<file path="config.mk">
export PLATFORM = sky130hd
export DESIGN_NAME = brfc_back
export DESIGN_NICKNAME = d
export VERILOG_FILES = /design/src/rtl/brfc_pkg.sv /design/src/rtl/brfc_back.sv
export SDC_FILE = /design/constraint.sdc
export NUM_CORES = 2
export LEC_CHECK = 0
export ABC_AREA = 0
export BUFFER_PORTS_ARGS = -buffer_cell sky130_fd_sc_hd__buf_2
export CELL_PAD_IN_SITES_DETAIL_PLACEMENT = 1
export CELL_PAD_IN_SITES_GLOBAL_PLACEMENT = 2
export CORE_ASPECT_RATIO = 1.5
export CORE_MARGIN = 3
export CORE_UTILIZATION = 51
export CTS_CLUSTER_DIAMETER = 40
export DETAILED_ROUTE_END_ITERATION = 16
export PLACE_DENSITY = 0.8
export SETUP_SLACK_MARGIN = 0.02
export SYNTH_ARGS = -nofsm -noshare
export SYNTH_HDL_FRONTEND = slang
export SYNTH_SLANG_ARGS = --single-unit
</file>
<file path="constraint.sdc">
create_clock -name clk -period 7.33 [get_ports clk]
set_input_delay 1.0995 -clock clk [delete_from_list [all_inputs] [get_ports clk]]
set_output_delay 1.0995 -clock clk [all_outputs]
set_load 0.01 [all_outputs]
</file>
<file path="src/rtl/brfc_pkg.sv">
//------------------------------------------------------------------------------
// brfc_pkg
// Types and constants shared by the byte ring frame checker.
//------------------------------------------------------------------------------
`timescale 1ns / 1ps
`default_nettype none
package brfc_pkg;

  localparam int DefRingDepth = 256;

  localparam logic [2:0] REQ_PUT   = 3'd0;
  localparam logic [2:0] REQ_GET   = 3'd1;
  localparam logic [2:0] REQ_PEEK  = 3'd2;
  localparam logic [2:0] REQ_SEEK  = 3'd3;
  localparam logic [2:0] REQ_CHECK = 3'd4;

  localparam logic [2:0] FS_OK        = 3'd0;
  localparam logic [2:0] FS_BODY_XOR  = 3'd1;
  localparam logic [2:0] FS_END_BYTE  = 3'd2;
  localparam logic [2:0] FS_INCOMPL   = 3'd3;
  localparam logic [2:0] FS_TOO_LONG  = 3'd4;
  localparam logic [2:0] FS_HDR_XOR   = 3'd5;
  localparam logic [2:0] FS_START     = 3'd6;
  localparam logic [2:0] FS_TOO_SHORT = 3'd7;

  localparam logic [1:0] CFG_START = 2'd0;
  localparam logic [1:0] CFG_END   = 2'd1;
  localparam logic [1:0] CFG_MAXLEN = 2'd2;
  localparam logic [1:0] CFG_OVWR  = 2'd3;

  localparam int HdrBytes   = 4;
  localparam int FrameExtra = 8;
  localparam int EndOfs     = 7;
  localparam int BodyEnd    = 5;

  typedef struct packed {
    logic [2:0] req_type;
    logic [7:0] data_byte;
    logic [7:0] offset;
  } req_t;

  typedef struct packed {
    logic [7:0] read_byte;
    logic       ok;
    logic [2:0] frame_status;
    logic [7:0] frame_length;
    logic [7:0] fill_count;
    logic [7:0] free_count;
  } rsp_t;

  typedef struct packed {
    logic [7:0]  start_marker;
    logic [7:0]  end_marker;
    logic [15:0] max_payload_len;
    logic        overwrite_on_full;
  } cfg_t;

endpackage
`default_nettype wire

</file>
<file path="src/rtl/brfc_back.sv">
//------------------------------------------------------------------------------
// brfc_back
// Ring store and request sequencer; seek and check walk the ring one byte at a time.
//------------------------------------------------------------------------------
`timescale 1ns / 1ps
`default_nettype none
module brfc_back
  import brfc_pkg::*;
#(
  parameter int RING_DEPTH = DefRingDepth
) (
  input  wire logic clk,
  input  wire logic rst,
  input  cfg_t      cfg,
  input  wire logic q_valid,
  input  req_t      q_req,
  output logic      q_pop,
  output logic      out_valid,
  input  wire logic out_ready,
  output rsp_t      out_rsp
);
  localparam int AW = $clog2(RING_DEPTH);
  localparam int CW = AW + 1;
  localparam logic [AW-1:0] LAST = AW'(RING_DEPTH - 1);
  localparam logic [CW-1:0] MAXFILL = CW'(RING_DEPTH - 1);

  typedef enum logic [5:0] {
    S_IDLE = 6'b000001,
    S_READ = 6'b000010,
    S_SEEK = 6'b000100,
    S_CHK  = 6'b001000,
    S_WAIT = 6'b010000,
    S_DONE = 6'b100000
  } state_t;

  logic [7:0]    mem [RING_DEPTH];
  logic [7:0]    rdata;
  logic [AW-1:0] raddr;
  logic [AW-1:0] wr_idx, rd_idx;
  state_t        state;
  req_t          req;
  logic [16:0]   pos;
  logic [16:0]   len;
  logic [7:0]    sum;
  logic [CW-1:0] fill;
  rsp_t          rsp;

  assign fill = (wr_idx >= rd_idx) ? CW'(wr_idx) - CW'(rd_idx)
              : CW'(RING_DEPTH) + CW'(wr_idx) - CW'(rd_idx);

  function automatic logic [AW-1:0] inc(input logic [AW-1:0] i);
    return (i == LAST) ? '0 : i + AW'(1);
  endfunction

  function automatic logic [AW-1:0] addr_at(input logic [AW-1:0] b, input logic [16:0] d);
    logic [17:0] s;
    s = 18'(b) + 18'(d);
    if (s >= 18'(RING_DEPTH)) s = s - 18'(RING_DEPTH);
    return s[AW-1:0];
  endfunction

  always_ff @(posedge clk) begin
    rdata <= mem[raddr];
    if (state == S_IDLE && q_valid && q_req.req_type == REQ_PUT &&
        (fill < MAXFILL || cfg.overwrite_on_full))
      mem[wr_idx] <= q_req.data_byte;
  end

  always_comb begin
    raddr = addr_at(rd_idx, pos);
  end

  assign q_pop     = (state == S_IDLE) && q_valid;
  assign out_valid = (state == S_DONE);
  assign out_rsp   = rsp;

  always_ff @(posedge clk) begin
    if (rst) begin
      state  <= S_IDLE;
      wr_idx <= '0;
      rd_idx <= '0;
    end else begin
      case (state)
        S_IDLE: begin
          if (q_valid) begin
            req <= q_req;
            rsp <= '0;
            pos <= '0;
            sum <= '0;
            case (q_req.req_type)
              REQ_PUT: begin
                if (fill < MAXFILL) begin
                  wr_idx <= inc(wr_idx);
                  rsp.ok <= 1'b1;
                end else if (cfg.overwrite_on_full) begin
                  wr_idx <= inc(wr_idx);
                  rd_idx <= inc(rd_idx);
                  rsp.ok <= 1'b1;
                end
                state <= S_WAIT;
              end
              REQ_GET: begin
                state <= (fill != '0) ? S_READ : S_WAIT;
              end
              REQ_PEEK: begin
                pos   <= 17'(q_req.offset);
                state <= (17'(q_req.offset) < 17'(fill)) ? S_READ : S_WAIT;
              end
              REQ_SEEK: begin
                state <= (fill != '0) ? S_READ : S_WAIT;
              end
              REQ_CHECK: begin
                if (fill < CW'(FrameExtra)) begin
                  rsp.frame_status <= FS_TOO_SHORT;
                  state <= S_WAIT;
                end else state <= S_READ;
              end
              default: state <= S_WAIT;
            endcase
          end
        end
        S_READ: begin
          // memory address rd_idx + pos (wrapped) is presented; data arrives next cycle
          case (req.req_type)
            REQ_SEEK:  state <= S_SEEK;
            REQ_CHECK: state <= S_CHK;
            default:   state <= S_SEEK;
          endcase
        end
        S_SEEK: begin
          if (req.req_type == REQ_GET) begin
            rsp.read_byte <= rdata;
            rsp.ok        <= 1'b1;
            rd_idx        <= inc(rd_idx);
            state         <= S_WAIT;
          end else if (req.req_type == REQ_PEEK) begin
            rsp.read_byte <= rdata;
            rsp.ok        <= 1'b1;
            state         <= S_WAIT;
          end else if (rdata == req.data_byte) begin
            rsp.ok <= 1'b1;
            state  <= S_WAIT;
          end else begin
            rd_idx <= inc(rd_idx);
            state  <= (fill == CW'(1)) ? S_WAIT : S_READ;
          end
        end
        S_CHK: begin
          state <= S_READ;
          pos   <= pos + 17'd1;
          if (pos < 17'(HdrBytes)) sum <= sum ^ rdata;
          case (pos)
            17'd0: if (rdata != cfg.start_marker) begin
              rsp.frame_status <= FS_START;
              state <= S_WAIT;
            end
            17'd1: len[7:0] <= rdata;
            17'd2: len <= {1'b0, rdata, len[7:0]};
            17'd3: begin
              if ((sum ^ rdata) != 8'd0) begin
                rsp.frame_status <= FS_HDR_XOR;
                state <= S_WAIT;
              end else if (len[15:0] > cfg.max_payload_len) begin
                rsp.frame_status <= FS_TOO_LONG;
                state <= S_WAIT;
              end else if (18'(len) + 18'(FrameExtra) > 18'(fill)) begin
                rsp.frame_status <= FS_INCOMPL;
                state <= S_WAIT;
              end else pos <= len + 17'(EndOfs);
            end
            default: begin
              if (pos == len + 17'(EndOfs)) begin
                if (rdata != cfg.end_marker) begin
                  rsp.frame_status <= FS_END_BYTE;
                  state <= S_WAIT;
                end else pos <= 17'(HdrBytes);
              end else begin
                sum <= sum ^ rdata;
                if (pos == len + 17'(HdrBytes)) begin
                  if ((sum ^ rdata) != 8'd0) rsp.frame_status <= FS_BODY_XOR;
                  else rsp.frame_length <= 8'(len + 17'(FrameExtra));
                  state <= S_WAIT;
                end
              end
            end
          endcase
        end
        S_WAIT: begin
          rsp.fill_count <= 8'(fill);
          rsp.free_count <= 8'(MAXFILL - fill);
          state <= S_DONE;
        end
        S_DONE: begin
          if (out_ready) state <= S_IDLE;
        end
        default: state <= S_IDLE;
      endcase
    end
  end
endmodule
`default_nettype wire

</file>
==> results.md <==
- Status: finished with violations
- Violated checks: slew limit
- Placed cell count: 6468
- Slew of the pin with the lowest slew margin: 1520 ps
- Initial DRC Count: 4619
- CTS root buf: clkbuf_16
- Insertion delay to the later sink of the worst-skew pair: 850 ps
- Pre-antenna DRT Iters: 5
- Post-synth EDFFs: 2136
- DRC violations left: 0
- Pwr dens: 263 nW/µm²
- P_leak: 30.5 nW
- Worst-path maximum fanout: 19
- Hold_ws: 527 ps
- Slew Limit Fails: 45
- Cells after Synth: 4281
- DP HPWL: 141 mm
- CP endpoint kind: register
- Via-to-Cell Ratio: 6.31
- Slew Limit Headroom: -1.16%
- Final TNS setup: 0 ps
- Top FF cell, synth: edfxtp_1
- Post-Syn Area per Cell: 20.5 µm²
- Layout cells sized above 1: 26.0%
- Hold crit path type: in -> reg
- Crit path top cell by count: buf_4
- Synthesized flop and latch total: 2166
- Initial antenna violation count: 5
- Syn Nets: 4399
- Core Footprint: 170000 µm²
- Crit path time final: 5930 ps
- Die area: 177000 µm²
- Peak VDD IR: 0.269 mV
- Hold Path Origin: q_req[17]
- GR Overflow Total: 0
- Worst path max stage delay: 890 ps
- Max Fclk: 169 MHz
- Via count: 43100
- Area growth, synth to finish: 11.5%
- Max-cap violations: 0
- Distinct cells, synth: 82
- Worst-case clock buffer depth: 3
- Port Buffer Count: 93
- Most common cell after layout, fill and taps aside: edfxtp_1
- Row cnt: 185
- Nets: 4543
- RSZ-0062 raised after global routing: false
- Vias in the first global route: 46400
- Avg WL per Cell: 33.2 µm
- CP required: 7800 ps
- Clock Sinks: 2166
- Final Wtd Congestion: 0.898
- Critical path class: reg -> reg
- Register area share after synthesis: 73.8%
- Largest net degree at the start of global routing: 215
- Setup violators final: 0
- Top delay family on crit path: compound AO/OA/AOI/OAI gates
- Final Power: 0.0257 W
- Post-cts resize count: 0
- Die height: 514 µm
- Synth async-reset ratio: 0%
- Antenna viol nets, final: 0
- Type of origin of the critical path: register
- Warnings, synthesis: 0
- Cell Count, Final, Fillers Out: 6835
- TritonCTS clock tree: yes
- Die W: 345 µm
- Final period utilization: 80.9%
- # H-tree levels: 4
- Initial core utilization: 51.5%
- # hold bufs at CTS: 0
- Hold Fails Final Rpt: 0
- Ports: 94
- Critical-path cell list: ha_1 > inv_1 > fa_1 > a211oi_2 > o21bai_1 > a21oi_1 > xor2_1 > buf_4 > o31a_1 > o21a_1 > buf_4 > nand4_1 > nor2_1
- Final WL: 227 mm
- # Post-CTS Setup Buffers: 0
- Most frequent cells in the layout: edfxtp_1, mux4_2, nor2_1, clkbuf_16, buf_2
- First-pass GRT wire length: 330 mm
- Reg2reg start: rd_idx[0]
- Clk pin slew, worst setup/hold paths: 60 ps
- Critical path arrival: 6400 ps
- Mapped Area: 87700 µm²
- Worst setup path start: rd_idx[0]
- Cts bufs inserted: 198
- Worst Path Buf+Inv: 3
- All-layer global routing usage: 26.1%
- CP max stage cell: nor2_1
- Clock Skew: 42.1 ps
-- area by class of cell --
class | instances | area (µm²)
fillers | 14300 | 72300
diodes | 3 | 7.51
well taps | 2244 | 2810
flip-flops and latches | 2166 | 64700
clock inverters | 130 | 1430
multi-input cells | 1804 | 21900
inverters | 67 | 251
clock buffers | 233 | 5180
repair buffers | 188 | 1520
-- sequential cells by signal, summed over array words and instances, names as in the netlist --
register,flops
mem,2048
out_rsp,36
pos,17
len,16
req,11
rd_idx,8
rdata,8
sum,8
wr_idx,8
state,6
-- power breakdown --
| group | switching [W] | internal, W | leakage [nW] |
|---|---|---|---|
| Combinational | 0.000899 | 0.000618 | 7.83 |
| Sequential | 0.0000548 | 0.0136 | 19.5 |
| Clock | 0.00460 | 0.00588 | 3.22 |
| Total | 0.00555 | 0.0201 | 30.5 |
-- stage by stage --
stage | setup WS (ps) | util, % | instance area, µm²
6_report | 1400 | 57.5 | 97800
5_1_grt | 1060 | 57.5 | 97800
4_1_cts | 1450 | 57.5 | 97800
3_5_place_dp | 1460 | 53.6 | 91200
3_3_place_gp | 1590 | 53.6 | 91200
2_1_floorplan | 2970 | - | 87700
-- Yosys cell counts, drive strengths merged, types with 5 or more instances --
cell type	instances	area share, %
edfxtp	2136	73
mux4	640	16
nor2	352	1.5
clkbuf	154	0.66
nand2	94	0.40
buf	90	0.43
mux2i	70	0.80
a21oi	69	0.40
inv	67	0.29
xnor2	64	0.64
ha	60	0.86
nand3	41	0.25
xor2	41	0.41
o21ai	37	0.21
nand4	34	0.24
dfxtp	30	0.68
nor3	28	0.18
nor4	22	0.16
mux2	19	0.24
nor2b	16	0.11
o21a	16	0.14
a211oi	14	0.13
and2	14	0.10
and3	13	0.093
o211ai	13	0.11
nand2b	12	0.086
o31ai	12	0.10
a22oi	10	0.086
o221ai	10	0.10
or3	7	0.050
o22ai	6	0.043
or2	6	0.043
or4	6	0.051
o31a	5	0.051
-- kinds of logic (layout without fill, tap and decap cells) --
group	Yosys count	after routing	synth area share (%)
flip-flops	2166	2166	73.8
multiplexers	729	729	17.5
AND/OR/NAND/NOR	673	673	3.57
buffers and inverters	311	618	1.37
AO/OA/AOI/OAI	234	234	1.79
XOR/XNOR	106	106	1.07
adder cells (fa/ha/maj)	62	62	0.902
other	0	3	0
-- routing by layer --
metal	track usage (%)	vias to the layer above	wire (µm)
met2	45.2	1783	119000
met5	0	-	0
met1	33.4	23000	84000
met3	3.48	391	13700
li1	-	18000	-
met4	10.5	0	9810
-- worst register-to-register path, delay by kind of cell (launching register included) --
kind	cells	cell delay, ps
AND/OR/NAND/NOR	2	1690
adder cells (fa/ha/maj)	2	690
flip-flops	1	490
buffers and inverters	3	800
XOR/XNOR	1	170
AO/OA/AOI/OAI	5	1730
-- final timing paths --
check                              endpoint  slack [ps]  cells after the start
worst min register to register    rd_idx[4]         550                      2
worst min-delay path                req[17]         530                      1
worst max-delay path            mem[109][0]        1400                     13
worst max register to register  mem[109][0]        1400                     13
No activity file was read; power rests on OpenSTA's default activity.
